File: src/uwf_pkg.sv
package uwf_pkg;

    // Frame phases shared by the transmit and receive engines.
    typedef enum logic [2:0] {
        PH_IDLE   = 3'd0,
        PH_START  = 3'd1,
        PH_DATA   = 3'd2,
        PH_PARITY = 3'd3,
        PH_STOP   = 3'd4
    } phase_t;

    // Baud ticks from the half-bit scaler.
    typedef struct packed {
        logic rise;
        logic fall;
    } baud_tick_t;

    // FIFO and engine status seen by the register map.
    typedef struct packed {
        logic full;
        logic empty;
        logic idle;
    } fifo_status_t;

    // Bit positions in the transmit and receive mode registers.
    localparam int MODE_EN       = 0;
    localparam int MODE_TWO_STOP = 1;
    localparam int MODE_PARITY   = 2;

    // Frame geometry.
    localparam int DATA_BITS = 8;
    localparam int FRAME_W   = 11;
    localparam logic [3:0] TX_LAST_DATA = 4'd8;
    localparam logic [3:0] RX_LAST_DATA = 4'd7;
    localparam logic [FRAME_W-1:0] FRAME_IDLE = '1;

    // Configuration register indexes.
    localparam logic [2:0] CFG_HALF_BIT  = 3'd0;
    localparam logic [2:0] CFG_TX_MODE   = 3'd1;
    localparam logic [2:0] CFG_RX_MODE   = 3'd2;
    localparam logic [2:0] CFG_TX_THRESH = 3'd3;
    localparam logic [2:0] CFG_RX_THRESH = 3'd4;
    localparam logic [2:0] CFG_IRQ_EN    = 3'd5;
    localparam logic [2:0] CFG_CPU_ID    = 3'd6;

    // Bus register map word indexes.
    localparam logic [9:0] REG_TX_DATA  = 10'd0;
    localparam logic [9:0] REG_RX_DATA  = 10'd1;
    localparam logic [9:0] REG_TX_CTRL  = 10'd2;
    localparam logic [9:0] REG_RX_CTRL  = 10'd3;
    localparam logic [9:0] REG_IRQ_EN   = 10'd4;
    localparam logic [9:0] REG_IRQ_PEND = 10'd5;
    localparam logic [9:0] REG_SCALER   = 10'd6;
    localparam logic [9:0] REG_ID       = 10'd7;

    // Bus access kinds.
    localparam logic CMD_READ  = 1'b0;
    localparam logic CMD_WRITE = 1'b1;

    // Even parity of one data byte.
    function automatic logic parity8(input logic [DATA_BITS-1:0] value);
        return ^value;
    endfunction

endpackage

File: src/uwf_baud.sv
module uwf_baud (
    input  logic               clk,
    input  logic               rst_n,
    input  logic               step,
    input  logic [31:0]        half_bit_cycles,
    input  logic               hold,
    output uwf_pkg::baud_tick_t tick
);
    import uwf_pkg::*;

    logic [31:0] count_reg;
    logic [31:0] count_next;
    logic        level_reg;
    logic        level_next;
    logic        wrap;

    // Half-bit counter; a wrap toggles the baud level.
    always_comb
    begin
        count_next = count_reg;
        level_next = level_reg;
        wrap       = 1'b0;
        if (half_bit_cycles != 32'd0)
        begin
            wrap = (count_reg == 32'(half_bit_cycles - 32'd1));
            if (wrap)
            begin
                count_next = 32'd0;
                level_next = ~level_reg;
            end
            else
            begin
                count_next = 32'(count_reg + 32'd1);
            end
            // Both engines idle on a high line: park the scaler.
            if (hold)
            begin
                count_next = 32'd0;
                level_next = 1'b1;
            end
        end
    end

    assign tick.rise = wrap && !level_reg;
    assign tick.fall = wrap && level_reg;

    always_ff @(posedge clk or negedge rst_n)
    begin
        if (!rst_n)
        begin
            count_reg <= 32'd0;
            level_reg <= 1'b0;
        end
        else if (step)
        begin
            count_reg <= count_next;
            level_reg <= level_next;
        end
    end

endmodule

File: src/uwf_tx.sv
module uwf_tx #(
    parameter int ADDR_BITS = 4
) (
    input  logic                  clk,
    input  logic                  rst_n,
    input  logic                  step,
    input  logic                  rise,
    input  logic [2:0]            mode,
    input  logic                  push,
    input  logic [7:0]            push_data,
    output logic                  line_next,
    output uwf_pkg::fifo_status_t status,
    output logic [ADDR_BITS-1:0]  level
);
    import uwf_pkg::*;

    localparam int DEPTH = 1 << ADDR_BITS;
    localparam logic [ADDR_BITS-1:0] PTR_ONE = ADDR_BITS'(1);

    logic [DATA_BITS-1:0] mem_reg [DEPTH];
    logic [DATA_BITS-1:0] head_reg;
    phase_t               phase_reg;
    phase_t               phase_next;
    logic [FRAME_W-1:0]   shifter_reg;
    logic [FRAME_W-1:0]   shifter_next;
    logic [3:0]           bit_count_reg;
    logic [3:0]           bit_count_next;
    logic                 stop_left_reg;
    logic                 stop_left_next;
    logic [ADDR_BITS-1:0] rd_ptr_reg;
    logic [ADDR_BITS-1:0] rd_ptr_next;
    logic [ADDR_BITS-1:0] wr_ptr_reg;
    logic [ADDR_BITS-1:0] wr_ptr_next;
    logic [ADDR_BITS-1:0] wr_inc;
    logic [ADDR_BITS-1:0] rd_inc;

    // FIFO status from the pointers; one slot stays unused.
    assign wr_inc       = wr_ptr_reg + PTR_ONE;
    assign rd_inc       = rd_ptr_reg + PTR_ONE;
    assign status.full  = (wr_inc == rd_ptr_reg);
    assign status.empty = (wr_ptr_reg == rd_ptr_reg);
    assign status.idle  = (phase_reg == PH_IDLE);
    assign level        = wr_ptr_reg - rd_ptr_reg;
    assign line_next    = shifter_next[0];

    // Frame sequencer, advanced on rising baud ticks.
    always_comb
    begin
        phase_next     = phase_reg;
        shifter_next   = shifter_reg;
        bit_count_next = bit_count_reg;
        stop_left_next = stop_left_reg;
        rd_ptr_next    = rd_ptr_reg;
        wr_ptr_next    = push ? wr_inc : wr_ptr_reg;
        if (step && rise)
        begin
            case (phase_reg)
                PH_IDLE:
                begin
                    if (!status.empty && mode[MODE_EN])
                    begin
                        if (mode[MODE_PARITY])
                            shifter_next = {1'b1, parity8(head_reg), head_reg, 1'b0};
                        else
                            shifter_next = {2'b11, head_reg, 1'b0};
                        phase_next     = PH_START;
                        rd_ptr_next    = rd_inc;
                        bit_count_next = 4'd0;
                    end
                    else
                    begin
                        shifter_next = FRAME_IDLE;
                    end
                end
                PH_START:
                begin
                    phase_next = PH_DATA;
                end
                PH_DATA:
                begin
                    if (bit_count_reg == TX_LAST_DATA)
                    begin
                        phase_next     = mode[MODE_PARITY] ? PH_PARITY : PH_STOP;
                        stop_left_next = mode[MODE_TWO_STOP];
                    end
                end
                PH_PARITY:
                begin
                    phase_next     = PH_STOP;
                    stop_left_next = mode[MODE_TWO_STOP];
                end
                PH_STOP:
                begin
                    if (!stop_left_reg)
                        phase_next = PH_IDLE;
                    else
                        stop_left_next = 1'b0;
                end
                default:
                begin
                    phase_next = phase_reg;
                end
            endcase
            // Shift the frame out one bit, filling with the idle level.
            if (phase_reg != PH_IDLE)
            begin
                bit_count_next = bit_count_reg + 4'd1;
                shifter_next   = {1'b1, shifter_reg[FRAME_W-1:1]};
            end
        end
    end

    always_ff @(posedge clk or negedge rst_n)
    begin
        if (!rst_n)
        begin
            phase_reg     <= PH_IDLE;
            shifter_reg   <= '0;
            bit_count_reg <= 4'd0;
            stop_left_reg <= 1'b0;
            rd_ptr_reg    <= '0;
            wr_ptr_reg    <= '0;
        end
        else
        begin
            phase_reg     <= phase_next;
            shifter_reg   <= shifter_next;
            bit_count_reg <= bit_count_next;
            stop_left_reg <= stop_left_next;
            rd_ptr_reg    <= rd_ptr_next;
            wr_ptr_reg    <= wr_ptr_next;
        end
    end

    // Queue storage with a registered head; a write into the head slot bypasses.
    always_ff @(posedge clk)
    begin
        if (push)
            mem_reg[wr_ptr_reg] <= push_data;
        if (push && (wr_ptr_reg == rd_ptr_next))
            head_reg <= push_data;
        else
            head_reg <= mem_reg[rd_ptr_next];
    end

endmodule

File: src/uwf_rx.sv
module uwf_rx #(
    parameter int ADDR_BITS = 4
) (
    input  logic                  clk,
    input  logic                  rst_n,
    input  logic                  step,
    input  logic                  fall,
    input  logic                  rx_line,
    input  logic [2:0]            mode,
    input  logic                  pop,
    output logic [7:0]            head,
    output logic [1:0]            err_next,
    output uwf_pkg::fifo_status_t status,
    output logic [ADDR_BITS-1:0]  level
);
    import uwf_pkg::*;

    localparam int DEPTH = 1 << ADDR_BITS;
    localparam logic [ADDR_BITS-1:0] PTR_ONE = ADDR_BITS'(1);

    logic [DATA_BITS-1:0] mem_reg [DEPTH];
    logic [DATA_BITS-1:0] head_reg;
    phase_t               phase_reg;
    phase_t               phase_next;
    logic [DATA_BITS-1:0] shifter_reg;
    logic [DATA_BITS-1:0] shifter_next;
    logic [3:0]           bit_count_reg;
    logic [3:0]           bit_count_next;
    logic                 stop_left_reg;
    logic                 stop_left_next;
    logic [1:0]           err_reg;
    logic [ADDR_BITS-1:0] rd_ptr_reg;
    logic [ADDR_BITS-1:0] rd_ptr_next;
    logic [ADDR_BITS-1:0] wr_ptr_reg;
    logic [ADDR_BITS-1:0] wr_ptr_next;
    logic [ADDR_BITS-1:0] wr_inc;
    logic [ADDR_BITS-1:0] rd_inc;
    logic                 push;

    assign wr_inc       = wr_ptr_reg + PTR_ONE;
    assign rd_inc       = rd_ptr_reg + PTR_ONE;
    assign status.full  = (wr_inc == rd_ptr_reg);
    assign status.empty = (wr_ptr_reg == rd_ptr_reg);
    assign status.idle  = (phase_reg == PH_IDLE);
    assign level        = wr_ptr_reg - rd_ptr_reg;
    assign head         = head_reg;

    // Receive sequencer, sampling the line on falling baud ticks.
    always_comb
    begin
        phase_next     = phase_reg;
        shifter_next   = shifter_reg;
        bit_count_next = bit_count_reg;
        stop_left_next = stop_left_reg;
        err_next       = err_reg;
        push           = 1'b0;
        if (step && fall)
        begin
            case (phase_reg)
                PH_IDLE:
                begin
                    if (!rx_line && mode[MODE_EN])
                    begin
                        phase_next     = PH_DATA;
                        shifter_next   = '0;
                        bit_count_next = 4'd0;
                    end
                end
                PH_DATA:
                begin
                    shifter_next = {rx_line, shifter_reg[DATA_BITS-1:1]};
                    if (bit_count_reg == RX_LAST_DATA)
                    begin
                        phase_next     = mode[MODE_PARITY] ? PH_PARITY : PH_STOP;
                        stop_left_next = mode[MODE_TWO_STOP];
                    end
                    else
                    begin
                        bit_count_next = bit_count_reg + 4'd1;
                    end
                end
                PH_PARITY:
                begin
                    err_next[0]    = (parity8(shifter_reg) != rx_line);
                    phase_next     = PH_STOP;
                    stop_left_next = mode[MODE_TWO_STOP];
                end
                PH_STOP:
                begin
                    err_next[1] = !rx_line;
                    if (!stop_left_reg)
                    begin
                        // A frame that finds the queue full is dropped.
                        push       = !status.full;
                        phase_next = PH_IDLE;
                    end
                    else
                    begin
                        stop_left_next = 1'b0;
                    end
                end
                default:
                begin
                    phase_next = phase_reg;
                end
            endcase
        end
        wr_ptr_next = push ? wr_inc : wr_ptr_reg;
        rd_ptr_next = pop ? rd_inc : rd_ptr_reg;
    end

    always_ff @(posedge clk or negedge rst_n)
    begin
        if (!rst_n)
        begin
            phase_reg     <= PH_IDLE;
            shifter_reg   <= '0;
            bit_count_reg <= 4'd0;
            stop_left_reg <= 1'b0;
            err_reg       <= 2'd0;
            rd_ptr_reg    <= '0;
            wr_ptr_reg    <= '0;
        end
        else
        begin
            phase_reg     <= phase_next;
            shifter_reg   <= shifter_next;
            bit_count_reg <= bit_count_next;
            stop_left_reg <= stop_left_next;
            err_reg       <= err_next;
            rd_ptr_reg    <= rd_ptr_next;
            wr_ptr_reg    <= wr_ptr_next;
        end
    end

    // Queue storage with a registered head; a write into the head slot bypasses.
    always_ff @(posedge clk)
    begin
        if (push)
            mem_reg[wr_ptr_reg] <= shifter_reg;
        if (push && (wr_ptr_reg == rd_ptr_next))
            head_reg <= shifter_reg;
        else
            head_reg <= mem_reg[rd_ptr_next];
    end

endmodule

File: src/uart_with_fifos_and_register_map.sv
// Channel  | Handshake                    | Payload
// input    | in_valid / in_stall          | rx_line, req_valid, cmd, reg_index, write_data
// output   | out_valid / out_stall        | bus_ack, read_data, tx_line, parity_error,
//          |                              | stop_error
// config   | cfg_valid / cfg_ready        | cfg_index, cfg_data
//
// Each item is one tick. Its result item passes through the input register and the
// result register to the output, and is held back while the output is stalled.
// One item per cycle is sustained while the output is not stalled; the input register,
// one pass of the engines and register map, and the result register carry each item.
// Reset clears all control state; the queues need no clearing pass.
// A stalled output holds its result, and the input stalls only while the input
// register holds an item and the output register is full and stalled.
module uart_with_fifos_and_register_map #(
    parameter int FIFO_ADDR_BITS = 4
) (
    input  logic        clk,
    input  logic        rst_n,
    input  logic        in_valid,
    output logic        in_stall,
    input  logic        rx_line,
    input  logic        req_valid,
    input  logic        cmd,
    input  logic [9:0]  reg_index,
    input  logic [7:0]  write_data,
    output logic        out_valid,
    input  logic        out_stall,
    output logic        bus_ack,
    output logic [31:0] read_data,
    output logic        tx_line,
    output logic        parity_error,
    output logic        stop_error,
    input  logic        cfg_valid,
    output logic        cfg_ready,
    input  logic [2:0]  cfg_index,
    input  logic [31:0] cfg_data
);
    import uwf_pkg::*;

    localparam int CMP_W = (FIFO_ADDR_BITS > 4) ? FIFO_ADDR_BITS : 4;
    localparam logic [CMP_W-1:0] LEVEL_MASK = CMP_W'((1 << FIFO_ADDR_BITS) - 1);

    // Configuration registers.
    logic [31:0] half_bit_cycles_reg;
    logic [2:0]  tx_mode_reg;
    logic [2:0]  rx_mode_reg;
    logic [3:0]  tx_thresh_reg;
    logic [3:0]  rx_thresh_reg;
    logic [1:0]  irq_en_reg;
    logic [31:0] cpu_id_reg;

    // Input register.
    logic        in_valid_reg;
    logic        rx_line_reg;
    logic        req_valid_reg;
    logic        cmd_reg;
    logic [9:0]  reg_index_reg;
    logic [7:0]  write_data_reg;

    // Result register.
    logic        out_valid_reg;
    logic        bus_ack_reg;
    logic [31:0] read_data_reg;
    logic        tx_line_reg;
    logic        parity_error_reg;
    logic        stop_error_reg;

    // Register map state.
    logic [1:0]  pending_reg;
    logic [1:0]  pending_next;
    logic        guard_reg;
    logic        guard_next;

    logic                      out_free;
    logic                      step;
    logic                      hold;
    logic                      tx_push;
    logic                      rx_pop;
    logic                      tx_line_next;
    logic [1:0]                err_next;
    logic [7:0]                rx_head;
    logic [31:0]               rdata;
    logic [FIFO_ADDR_BITS-1:0] tx_level;
    logic [FIFO_ADDR_BITS-1:0] rx_level;
    baud_tick_t                tick;
    fifo_status_t              tx_status;
    fifo_status_t              rx_status;

    // Pipeline control: the tick is worked when the result register can take it.
    assign out_free  = !out_valid_reg || !out_stall;
    assign step      = in_valid_reg && out_free;
    assign in_stall  = in_valid_reg && !out_free;
    assign cfg_ready = 1'b1;

    assign out_valid    = out_valid_reg;
    assign bus_ack      = bus_ack_reg;
    assign read_data    = read_data_reg;
    assign tx_line      = tx_line_reg;
    assign parity_error = parity_error_reg;
    assign stop_error   = stop_error_reg;

    assign hold = tx_status.idle && rx_status.idle && rx_line_reg;

    uwf_baud u_baud (
        .clk             (clk),
        .rst_n           (rst_n),
        .step            (step),
        .half_bit_cycles (half_bit_cycles_reg),
        .hold            (hold),
        .tick            (tick)
    );

    uwf_tx #(
        .ADDR_BITS (FIFO_ADDR_BITS)
    ) u_tx (
        .clk       (clk),
        .rst_n     (rst_n),
        .step      (step),
        .rise      (tick.rise),
        .mode      (tx_mode_reg),
        .push      (tx_push),
        .push_data (write_data_reg),
        .line_next (tx_line_next),
        .status    (tx_status),
        .level     (tx_level)
    );

    uwf_rx #(
        .ADDR_BITS (FIFO_ADDR_BITS)
    ) u_rx (
        .clk      (clk),
        .rst_n    (rst_n),
        .step     (step),
        .fall     (tick.fall),
        .rx_line  (rx_line_reg),
        .mode     (rx_mode_reg),
        .pop      (rx_pop),
        .head     (rx_head),
        .err_next (err_next),
        .status   (rx_status),
        .level    (rx_level)
    );

    // Register map decode: read word, queue push and pop, and the full-write guard.
    always_comb
    begin
        rdata      = 32'd0;
        tx_push    = 1'b0;
        rx_pop     = 1'b0;
        guard_next = guard_reg;
        case (reg_index_reg)
            REG_TX_DATA:
            begin
                rdata = {tx_status.full, 31'd0};
                if (req_valid_reg)
                begin
                    if ((cmd_reg == CMD_WRITE) && !tx_status.full && !guard_reg)
                        tx_push = step;
                    else
                        guard_next = tx_status.full;
                end
            end
            REG_RX_DATA:
            begin
                if (rx_status.empty)
                begin
                    rdata = {1'b1, 31'd0};
                end
                else
                begin
                    rdata  = {24'd0, rx_head};
                    rx_pop = step && req_valid_reg && (cmd_reg == CMD_READ);
                end
            end
            REG_TX_CTRL:  rdata = {13'd0, tx_thresh_reg[2:0], 13'd0, tx_mode_reg};
            REG_RX_CTRL:  rdata = {13'd0, rx_thresh_reg[2:0], 13'd0, rx_mode_reg};
            REG_IRQ_EN:   rdata = {30'd0, irq_en_reg};
            REG_IRQ_PEND: rdata = {30'd0, pending_reg};
            REG_SCALER:   rdata = half_bit_cycles_reg;
            REG_ID:       rdata = cpu_id_reg;
            default:      rdata = 32'd0;
        endcase
    end

    // Pending bits take the enable when TX level < or RX level > threshold, else hold.
    always_comb
    begin
        pending_next = pending_reg;
        if (CMP_W'(tx_level) < (CMP_W'(tx_thresh_reg) & LEVEL_MASK))
            pending_next[0] = irq_en_reg[0];
        if (CMP_W'(rx_level) > (CMP_W'(rx_thresh_reg) & LEVEL_MASK))
            pending_next[1] = irq_en_reg[1];
    end

    // Configuration writes.
    always_ff @(posedge clk or negedge rst_n)
    begin
        if (!rst_n)
        begin
            half_bit_cycles_reg <= 32'd0;
            tx_mode_reg         <= 3'd0;
            rx_mode_reg         <= 3'd0;
            tx_thresh_reg       <= 4'd0;
            rx_thresh_reg       <= 4'd0;
            irq_en_reg          <= 2'd0;
            cpu_id_reg          <= 32'd0;
        end
        else if (cfg_valid && cfg_ready)
        begin
            case (cfg_index)
                CFG_HALF_BIT:  half_bit_cycles_reg <= cfg_data;
                CFG_TX_MODE:   tx_mode_reg         <= cfg_data[2:0];
                CFG_RX_MODE:   rx_mode_reg         <= cfg_data[2:0];
                CFG_TX_THRESH: tx_thresh_reg       <= cfg_data[3:0];
                CFG_RX_THRESH: rx_thresh_reg       <= cfg_data[3:0];
                CFG_IRQ_EN:    irq_en_reg          <= cfg_data[1:0];
                CFG_CPU_ID:    cpu_id_reg          <= cfg_data;
                default:       cpu_id_reg          <= cpu_id_reg;
            endcase
        end
    end

    // Control state of the pipeline and the register map.
    always_ff @(posedge clk or negedge rst_n)
    begin
        if (!rst_n)
        begin
            in_valid_reg  <= 1'b0;
            out_valid_reg <= 1'b0;
            pending_reg   <= 2'd0;
            guard_reg     <= 1'b0;
        end
        else
        begin
            if (!in_stall)
                in_valid_reg <= in_valid;
            if (step)
            begin
                out_valid_reg <= 1'b1;
                pending_reg   <= pending_next;
                guard_reg     <= guard_next;
            end
            else if (out_free)
            begin
                out_valid_reg <= 1'b0;
            end
        end
    end

    // Input item capture.
    always_ff @(posedge clk)
    begin
        if (in_valid && !in_stall)
        begin
            rx_line_reg    <= rx_line;
            req_valid_reg  <= req_valid;
            cmd_reg        <= cmd;
            reg_index_reg  <= reg_index;
            write_data_reg <= write_data;
        end
    end

    // Result item capture.
    always_ff @(posedge clk)
    begin
        if (step)
        begin
            bus_ack_reg      <= req_valid_reg;
            read_data_reg    <= req_valid_reg ? rdata : 32'd0;
            tx_line_reg      <= tx_line_next;
            parity_error_reg <= err_next[0];
            stop_error_reg   <= err_next[1];
        end
    end

endmodule

File: config.mk
export PLATFORM = sky130hd
export DESIGN_NAME = uart_with_fifos_and_register_map
export DESIGN_NICKNAME = d
export VERILOG_FILES = /design/src/uwf_pkg.sv /design/src/uwf_baud.sv /design/src/uwf_tx.sv /design/src/uwf_rx.sv /design/src/uart_with_fifos_and_register_map.sv
export SDC_FILE = /design/constraint.sdc
export NUM_CORES = 1
export LEC_CHECK = 0
export BUFFER_PORTS_ARGS = -buffer_cell sky130_fd_sc_hd__clkbuf_2
export CAP_MARGIN = 20
export CORE_MARGIN = 10
export CORE_UTILIZATION = 55
export CTS_CLUSTER_SIZE = 14
export DETAILED_ROUTE_END_ITERATION = 16
export HOLD_SLACK_MARGIN = 0.02
export PLACE_DENSITY = 0.75
export SYNTH_ARGS = -nofsm -noshare
export SYNTH_HDL_FRONTEND = slang
export SYNTH_SLANG_ARGS = --single-unit
File: constraint.sdc
create_clock -name clk -period 4.5 [get_ports clk]
set_input_delay 0.225 -clock clk [delete_from_list [all_inputs] [get_ports clk]]
set_output_delay 0.225 -clock clk [all_outputs]
set_load 0.01 [all_outputs]
Word level (Yosys, flattened, before mapping)
Memories as Yosys holds them, arrays and structs flattened. A register that Yosys moved wholly into a read port is not among the register bits.
Index checks and enable logic that the tools add are counted.
W data, S select, Z words.
{"block": "op_classes", "addsub": 10, "magnitude_cmp": 2, "eq_ne": 35, "muxes": 55, "n_bitwise": 3, "reduce_logical": 63}
{"operator": "$pmux W32 S8", "count": 1}
{"operator": "$mux W32", "count": 3}
{"operator": "$eq A10 B3 Y1 const B", "count": 4}
{"operator": "$mux W4", "count": 9}
{"operator": "$add A32 B1 Y32 const B", "count": 1}
{"operator": "$eq A32 B32 Y1", "count": 1}
{"operator": "$reduce_bool A32 Y1", "count": 1}
{"operator": "$sub A32 B1 Y32 const B", "count": 1}
{"operator": "$add A4 B1 Y4 const B", "count": 6}
{"operator": "$mux W3", "count": 8}
{"operator": "$mux W1", "count": 22}
{"operator": "$mux W11", "count": 2}
{"operator": "$reduce_and A2 Y1", "count": 11}
{"operator": "$eq A10 B2 Y1 const B", "count": 2}
{"operator": "$mux W10", "count": 2}
{"operator": "$eq A3 B2 Y1 const B", "count": 6}
{"operator": "$eq A4 B4 Y1", "count": 4}
{"operator": "$pmux W8 S2", "count": 1}
{"operator": "$reduce_xor A8 Y1", "count": 2}
{"operator": "$eq A3 B3 Y1 const B", "count": 5}
{"operator": "$logic_and A1 B1 Y1", "count": 15}
{"operator": "$pmux W3 S5", "count": 1}
{"operator": "$reduce_and A3 Y1", "count": 5}
{"operator": "$pmux W3 S4", "count": 1}
{"operator": "25 further kinds", "count": 54}
{"block": "word_totals", "ff_bits": 228, "ram_bits": 256, "input_bits": 61, "out_inout_bits": 39, "wordCells": 208, "memories": 2}
{"memory": "u_rx.mem_reg", "depth": 16, "word_bits": 8, "read_ports": 1, "rd_ports_with_merged_regs": 1, "write_ports": 1, "line_no": "uwf_rx.sv:21", "rtl": "logic [DATA_BITS-1:0] mem_reg [DEPTH];"}
{"memory": "u_tx.mem_reg", "depth": 16, "word_bits": 8, "read_ports": 1, "rd_ports_with_merged_regs": 1, "write_ports": 1, "line_no": "uwf_tx.sv:20", "rtl": "logic [DATA_BITS-1:0] mem_reg [DEPTH];"}

Logic depth before layout (Yosys ltp)
Gate-level depths: netlist of the first run.
{"block": "depth", "word_depth": 10, "mapped_depth": 13, "depth_no_buf": 10}

Hierarchy
From an unflattened synthesis of the first run, not the netlist that was laid out.
{"block": "unflattened", "hier_cells": 1526, "hier_area_um2": 22336.4}
{"module": "uwf_rx", "instances": 1, "cells_per_inst": 378, "area_each_um2": 6600.1, "seq_area_each_um2": 4574.4}
{"module": "uwf_tx", "instances": 1, "cells_per_inst": 383, "area_each_um2": 6535.0, "seq_area_each_um2": 4599.4}
{"module": "uart_with_fifos_and_register_map", "instances": 1, "cells_per_inst": 398, "area_each_um2": 6037.0, "seq_area_each_um2": 3838.7}
{"module": "uwf_baud", "instances": 1, "cells_per_inst": 367, "area_each_um2": 3164.3, "seq_area_each_um2": 825.8}

Worst setup path after synthesis of the first run
OpenSTA, ideal clock, no wires.
{"block": "synth_path", "path_type": "flip-flop to flip-flop", "start": "reg half_bit_cycles_reg[0]", "end": "mem u_rx.mem_reg[11][0], enable pin", "setup_time_ns": 0.332, "arrival_ns": 3.203, "required_ns": 4.168, "path_slack_ns": 0.965, "stages_incl_launch_ff": 13, "path_buffers": 2, "period_less_slack_ns": 3.535, "cell_sequence": "dfrtp_1 -> clkbuf_1 -> inv_1 -> ha_1 -> nor4b_2 -> nand4_1 -> or4_1 -> a22o_1 -> nor4_1 -> nand4_1 -> nor4b_4 -> buf_4 -> and3_1"}
{"block": "synth_via", "elab_chain_len": 8, "word_cells_on_any_way": 9, "classes_between": "add/sub: 1; eq/ne: 1; mux: 4; reduce/logical: 3"}
{"element": "from (decl)", "line_no": "uart_with_fifos_and_register_map.sv:44", "rtl": "logic [31:0] half_bit_cycles_reg;"}
{"element": "from (signal assigned)", "line_no": "uart_with_fifos_and_register_map.sv:211", "rtl": "CFG_HALF_BIT: half_bit_cycles_reg <= cfg_data;"}
{"element": "$sub A32 B1 Y32", "line_no": "uwf_baud.sv:25", "rtl": "wrap = (count_reg == 32'(half_bit_cycles - 32'd1));"}
{"element": "$eq A32 B32 Y1", "line_no": "uwf_baud.sv:25"}
{"element": "$mux W1 (*)", "line_no": "uwf_baud.sv:23", "rtl": "if (half_bit_cycles != 32'd0)"}
{"element": "$logic_and A1 B1 Y1 (*)", "line_no": "uwf_baud.sv:45", "rtl": "assign tick.fall = wrap && level_reg;"}
{"element": "$logic_and A1 B1 Y1 (*)", "line_no": "uwf_rx.sv:57", "rtl": "if (step && fall)"}
{"element": "$mux W1 (*)", "line_no": "uwf_rx.sv:57"}
{"element": "$mux W1 (*)", "line_no": "uwf_rx.sv:139", "rtl": "if (push)"}
{"element": "$mux W1 (implied by the code) (*)", "line_no": "uwf_rx.sv:140", "rtl": "mem_reg[wr_ptr_reg] <= shifter_reg;"}
{"element": "to (decl)", "line_no": "uwf_rx.sv:21"}
Every way passes the cells marked *; elsewhere a longest branch is shown, timed or not.

Worst setup path in the final report of the first run
{"block": "layout_path", "start": "reg half_bit_cycles_reg[0]", "end": "mem u_rx.mem_reg[0][5], enable pin"}
Same word-level chain as after synthesis.

==> reports/summary.txt, run 1 <==
outcome -> completed
number of flops mapped to enable cells by yosys -> 313
cell taking the most area after synthesis -> edfxtp_1
DR vias -> 14300
Period minus WS final -> 4130 ps
total routed wirelength -> 56500 um
Pwr Density -> 422 nW/um^2
FF+latch count, synth -> 492
Area Overhead vs Synth -> 15.3%
combinational share of power -> 9.2%
Routed Antenna Nets -> 0
Max Cap Viol -> 0
Die X-Extent -> 221 um
Core ar. -> 39800 um^2
most frequent cells in the layout -> 313 x edfxtp_1, 171 x dfrtp_1, 97 x nor2_1, 97 x clkbuf_2, 85 x mux2_2
FFs w/ async S/R, synth -> 34.8%
drt wl/cell -> 24.6 um
final non-filler cell area -> 25600 um^2
clock buffer depth -> 3
most common cell after layout, fill and taps aside -> edfxtp_1
Synthesized Nets -> 1666
routability cong. -> 0.936
vias in the first global route -> 14300
top_reg_cell synth -> edfxtp_1
non-filler cells, final -> 2293
reg2reg end -> u_rx.mem_reg[0][5]$_DFFE_PP_
RSZ-0062 raised after global routing -> no
ranking of synthesized cells by area -> edfxtp_1 42%, dfrtp_1 19%, mux4_2 6.9%
post-CTS resize count -> 0
Critical R2R Launch -> half_bit_cycles_reg[0]$_DFFE_PN0P_
worst vdd ir -> 0.000375 V
LEAKAGE -> 9.78 nW
Psw -> 2.67 mW
hold endpoint -> irq_en_reg[0]$_DFFE_PN0P_
worst hold slack -> 104 ps
hold path start -> cfg_valid
DIE AREA -> 48700 um^2
setup TNS -> 0 ps
htree depth -> 2
WHS Path Cells -> 3
clock power share -> 40.9%
Final nets -> 1817
drt first pass iters -> 5
clk slew on worst S/H paths -> 60 ps
clock sink count -> 492
count of final hold-check violations -> 0
Die Y -> 221 um
CP Max Fanout -> 18
largest net degree at the start of global routing -> 68
share of cells above drive strength 1 -> 22.8%
All-Layer GR Usage -> 23.2%
Initial Util -> 55.7%
synth warn -> 0
Netlist cell types -> 79
first-pass GRT wire length -> 86100 um
Setup crit start kind -> flip-flop
DP Cell Count -> 2140
Vias per Instance -> 6.21
DP HPWL -> 38100 um
Setup Crit Path Kind -> flip-flop to flip-flop
CTS tree -> built
R2R Setup Slk -> 370 ps
data arrival time of the worst path -> 4380 ps
placed cell area -> 23200 um^2
final setup violation count -> 0
min-delay worst type -> input port to flip-flop
GR Overflow Total -> 0
synthesized area -> 22200 um^2
IO buf count -> 98
Slew HR -> 30.9%
CP required -> 4750 ps
IO Pins -> 100
worst r2r path cells -> 11
CP endpoint kind -> flip-flop
Max Slew Vio Count -> 0
DRC Markers -> 0
post-synthesis sequential area ratio -> 62.4%
antenna violations before repair -> 2
fin crit share -> 91.7%
Iter 0 DRT Violations -> 1617
# rows -> 73
Pint -> 8.11 mW
Root Driver -> clkbuf_16
Worst-Margin Slew -> 1040 ps
cts bufs inserted -> 50
share of power burned in registers -> 49.9%
top-area cell type share of the netlist area -> 42.4%
Syn Inst Count -> 1574
Skew-Pair Late Insertion Delay -> 620 ps
Avg Synthesized Cell Area -> 14.1 um^2
Final Skew -> 36.6 ps
Sw Share -> 24.8%
FMAX -> 242 MHz
[metrics by stage]
stage               setup WS, ps  power, mW  util [%]
finish                       374       10.8      64.2
CTS                          437       10.8      64.1
global placement             539       6.35      58.3
floorplan                    965       6.01         -
global route                96.6       11.1      64.2
detailed placement           486       6.39      58.3
[timing repair]
item	in CTS	in global routing
setup buffers	0	0
hold buffers	57	0
endpoints found under the hold margin	167	0
[layout make-up]
| class | count | area (um^2) |
|---|---|---|
| fill | 2894 | 14300 |
| sequential | 492 | 13800 |
| multi-input combinational | 948 | 7800 |
| clock buffer | 68 | 1370 |
| timing repair buffer | 188 | 1340 |
| tap | 525 | 657 |
| clock inverter | 26 | 383 |
| inverter | 45 | 169 |
| antenna | 1 | 2.50 |
[synthesized netlist by cell type (26+ instances only)]
library cell,instances
mux2_2,85
dfrtp_1,171
xnor2_1,61
edfxtp_1,313
mux4_2,68
nand3_1,37
nor2_1,99
inv_1,45
nand4_1,29
xor2_1,40
nand2_1,84
clkbuf_1,61
a22oi_1,40
ha_1,29
a21oi_1,26
o21ai_0,51
and3_1,31
[worst max path at each step]
stage / from / to / slack (ps) / depth (start not counted)
global placement: half_bit_cycles_reg[0]$_DFFE_PN0P_ / u_rx.mem_reg[4][2]$_DFFE_PP_ / 540 / 11
detailed placement: half_bit_cycles_reg[0]$_DFFE_PN0P_ / u_rx.mem_reg[0][5]$_DFFE_PP_ / 490 / 11
floorplan: half_bit_cycles_reg[0]$_DFFE_PN0P_ / u_rx.mem_reg[11][0]$_DFFE_PP_ / 960 / 12
CTS: half_bit_cycles_reg[0]$_DFFE_PN0P_ / u_rx.mem_reg[14][0]$_DFFE_PP_ / 440 / 11
finish: half_bit_cycles_reg[0]$_DFFE_PN0P_ / u_rx.mem_reg[0][5]$_DFFE_PP_ / 370 / 11
global route: half_bit_cycles_reg[0]$_DFFE_PN0P_ / u_rx.mem_reg[3][0]$_DFFE_PP_ / 100 / 11
[power by group through the flow]
stage          Combinational, mW  Sequential (mW)  Clock [mW]
6_report                   0.997             5.38        4.41
5_1_grt                     1.09             5.40        4.63
4_1_cts                    0.988             5.36        4.46
3_5_place_dp               0.938             5.45           0
3_3_place_gp               0.919             5.43           0
2_1_floorplan              0.728             5.28           0
[routing by layer]
| layer | global-route usage [%] | up-vias | wire length [um] |
|---|---|---|---|
| met5 | 0 | - | 0 |
| met4 | 7.14 | 0 | 1330 |
| met3 | 3.99 | 96 | 4300 |
| met2 | 36.2 | 598 | 26800 |
| met1 | 33.0 | 7273 | 24000 |
| li1 | - | 6283 | - |
[cells by family after synthesis]
kind of cell | after synthesis | synth area share [%]
multiplexers | 165 | 11.8
other | 1 | 0.0169
adder cells (fa/ha/maj) | 31 | 1.82
AO/OA/AOI/OAI | 221 | 6.72
buffers and inverters | 134 | 2.45
AND/OR/NAND/NOR | 429 | 10.8
XOR/XNOR | 101 | 3.99
flip-flops | 492 | 62.4
[worst max-delay path, cell delays in order (launching register included)]
cell	delay (ps)
dfrtp_1	470
inv_1	140
ha_1	220
nor4b_2	390
nand4_1	310
or4_1	530
a22o_1	220
nor4_1	210
nand4_1	200
nor4b_4	340
buf_4	290
and3_1	430
(Power assumes the default switching activity.)
==> inputs of run 2 (changes only) <==
--- a/config.mk
+++ b/config.mk
@@ -7,6 +7,7 @@
 export LEC_CHECK = 0
 export BUFFER_PORTS_ARGS = -buffer_cell sky130_fd_sc_hd__clkbuf_2
 export CAP_MARGIN = 20
+export CORE_ASPECT_RATIO = 1.75
 export CORE_MARGIN = 10
 export CORE_UTILIZATION = 55
 export CTS_CLUSTER_SIZE = 14
==> reports/summary.txt, run 2 (same netlist as run 1, synthesis figures left out) <==
Setup crit start kind -> flip-flop
Period minus WS final -> 4080 ps (-47.5 ps)
antenna violations before repair -> 4 (+2)
DR vias -> 13800 (-2.9%)
Die Y -> 286 um (+29%)
data arrival time of the worst path -> 4300 ps (-80 ps)
drt first pass iters -> 5 (unchanged)
overall power -> 9.92 mW (-8.1%)
Initial Util -> 55.5% (-0.15 points)
total routed wirelength -> 57300 um (+1.5%)
buffers plus inverters on the worst setup path -> 3 (+1)
Pwr Density -> 396 nW/um^2 (-6.1%)
most common cell after layout, fill and taps aside -> edfxtp_1
min-delay worst type -> input port to flip-flop
most frequent cells in the layout -> 313 x edfxtp_1, 171 x dfrtp_1, 97 x nor2_1, 97 x clkbuf_2, 85 x mux2_2
CP top delay family -> simple AND/OR/NAND/NOR gates
largest net degree at the start of global routing -> 101 (+49%)
slowest cell delay on critical path -> 460 ps (-70 ps)
setup TNS -> 0 ps (unchanged)
# rows -> 97 (+33%)
Final Skew -> 15.1 ps (-21.5 ps)
clock sink count -> 492 (unchanged)
FMAX -> 245 MHz (+1.2%)
RSZ-0062 raised after global routing -> no
All-Layer GR Usage -> 23.7% (+0.50 points)
clk slew on worst S/H paths -> 70 ps (about the same)
DP HPWL -> 40500 um (+6.2%)
clock buffer depth -> 3 (unchanged)
slowest CP cell -> dfrtp_1
final setup violation count -> 0 (unchanged)
Max Cap Viol -> 0 (unchanged)
Final nets -> 1802 (-0.83%)
outcome -> completed
Area Overhead vs Synth -> 12.9%
Worst-Margin Slew -> 939 ps (-96.8 ps)
Max Slew Vio Count -> 0 (unchanged)
first-pass GRT wire length -> 88200 um (+2.5%)
Skew-Pair Late Insertion Delay -> 570 ps (-50 ps)
htree depth -> 2 (unchanged)
LEAKAGE -> 9.52 nW (-2.7%)
Post-CTS Setup Inserts -> 0 (unchanged)
IO buf count -> 98 (unchanged)
vias in the first global route -> 14600 (+2.2%)
worst vdd ir -> 0.000334 V (-11%)
CP endpoint kind -> flip-flop
routability cong. -> 0.949 (+1.4%)
Setup Crit Path Kind -> flip-flop to flip-flop
drt wl/cell -> 25.6 um (+3.7%)
Die X-Extent -> 172 um (-22%)
fin crit share -> 90.6% (-1.1 points)
cts bufs inserted -> 43 (-14%)
CP required -> 4720 ps (-30 ps)
Core ar. -> 39900 um^2 (+0.27%)
count of final hold-check violations -> 0 (unchanged)
Routed Antenna Nets -> 0 (unchanged)
Slew HR -> 37.4% (+6.5 points)
IO Pins -> 100 (unchanged)
GR Overflow Total -> 0 (unchanged)
share of cells above drive strength 1 -> 21.2% (-1.6 points)
Iter 0 DRT Violations -> 1166 (-28%)
CTS tree -> built
CP Max Fanout -> 18 (unchanged)
Vias per Instance -> 6.17 (-0.70%)
Root Driver -> clkbuf_16
CP Cell Sequence -> inv_1 -> ha_1 -> nor4b_2 -> nand4_1 -> buf_4 -> nor4_2 -> xnor2_1 -> nor4_1 -> nand4_1 -> nor4b_4 -> buf_4 -> and3_1
DRC Markers -> 0 (unchanged)
post-CTS resize count -> 0 (unchanged)
DIE AREA -> 49100 um^2 (+0.65%)
-- run 2: cell count changes in the layout (fill, tap and decap cells not counted), sizes merged --
cell | before | now
inv | 48 | 47
clkbuf | 165 | 167
clkinvlp | 3 | 1
bufinv | 8 | 2
dlygate4sd3 | 57 | 56
diode | 1 | 4
clkinv | 12 | 4
buf | 34 | 27
-- run 2: timing repair --
action / CTS / global route
hold buffers: 56 / 0
hold endpoints to repair: 154 / 0
setup endpoints to repair: 0 / 0
-- run 2: worst paths after layout --
kind / startpoint / to / slack (ps) / cells past startpoint
worst max-delay path: half_bit_cycles_reg[0]$_DFFE_PN0P_ / u_rx.mem_reg[9][0]$_DFFE_PP_ / 420 / 12
worst min-delay path: cfg_data[0] / half_bit_cycles_reg[0]$_DFFE_PN0P_ / 60 / 3
worst max register to register: half_bit_cycles_reg[0]$_DFFE_PN0P_ / u_rx.mem_reg[9][0]$_DFFE_PP_ / 420 / 12
worst min register to register: u_tx.shifter_reg[10]$_DFFE_PN0N_ / u_tx.shifter_reg[10]$_DFFE_PN0N_ / 470 / 1
max in group asynchronous: rst_n / u_tx.wr_ptr_reg[3]$_DFFE_PN0P_ / 3240 / 3
min in group asynchronous: rst_n / cpu_id_reg[26]$_DFFE_PN0P_ / 260 / 2
-- run 2: where the power goes --
part	internal, mW	total (mW)	switching (mW)	leakage, nW
Combinational	0.451	0.946	0.495	3.50
Clock	1.95	3.58	1.62	0.629
Sequential	5.03	5.39	0.359	5.39
Total	7.44	9.92	2.48	9.52
-- run 2: cell type report --
| class | count | area, um^2 |
|---|---|---|
| clock inverter | 9 | 116 |
| tap | 495 | 619 |
| sequential | 492 | 13800 |
| multi-input combinational | 948 | 7800 |
| timing repair buffer | 180 | 1270 |
| clock buffer | 70 | 1200 |
| inverter | 45 | 169 |
| antenna | 4 | 10.0 |
| fill | 2913 | 14900 |
-- run 2: worst register-to-register path: cells and delay by family (launching register included) --
kind,cells,cell delay [ps]
xor gates and xnor gates,1,110
DFF,1,460
adders and majority gates,1,230
buffers and inverters,3,690
and+or+nand+nor,7,2260
-- run 2: stage by stage --
| stage | instances | instance area, um^2 | utilization (%) | hold WS, ps | setup slack (ps) |
|---|---|---|---|---|---|
| detailed placement | 2103 | 23100 | 57.9 | 298 | 435 |
| finish | 2243 | 25000 | 62.7 | 57.7 | 421 |
| global route | 2243 | 25000 | 62.7 | 48.5 | 152 |
| global placement | 2103 | 23100 | 57.9 | 292 | 435 |
| floorplan | 1574 | 22200 | - | -70.6 | 965 |
| CTS | 2238 | 25000 | 62.6 | 50.0 | 453 |
-- run 2: per-layer routing --
| layer | part of all wire, % | GRT usage [%] | up-vias | wire length (um) |
|---|---|---|---|---|
| met1 | 35 | 26.2 | 7007 | 20200 |
| met2 | 55 | 43.1 | 441 | 31400 |
| met5 | 0 | 0 | - | 0 |
| met3 | 4.1 | 2.95 | 154 | 2380 |
| li1 | - | - | 6239 | - |
| met4 | 5.9 | 12.7 | 0 | 3350 |
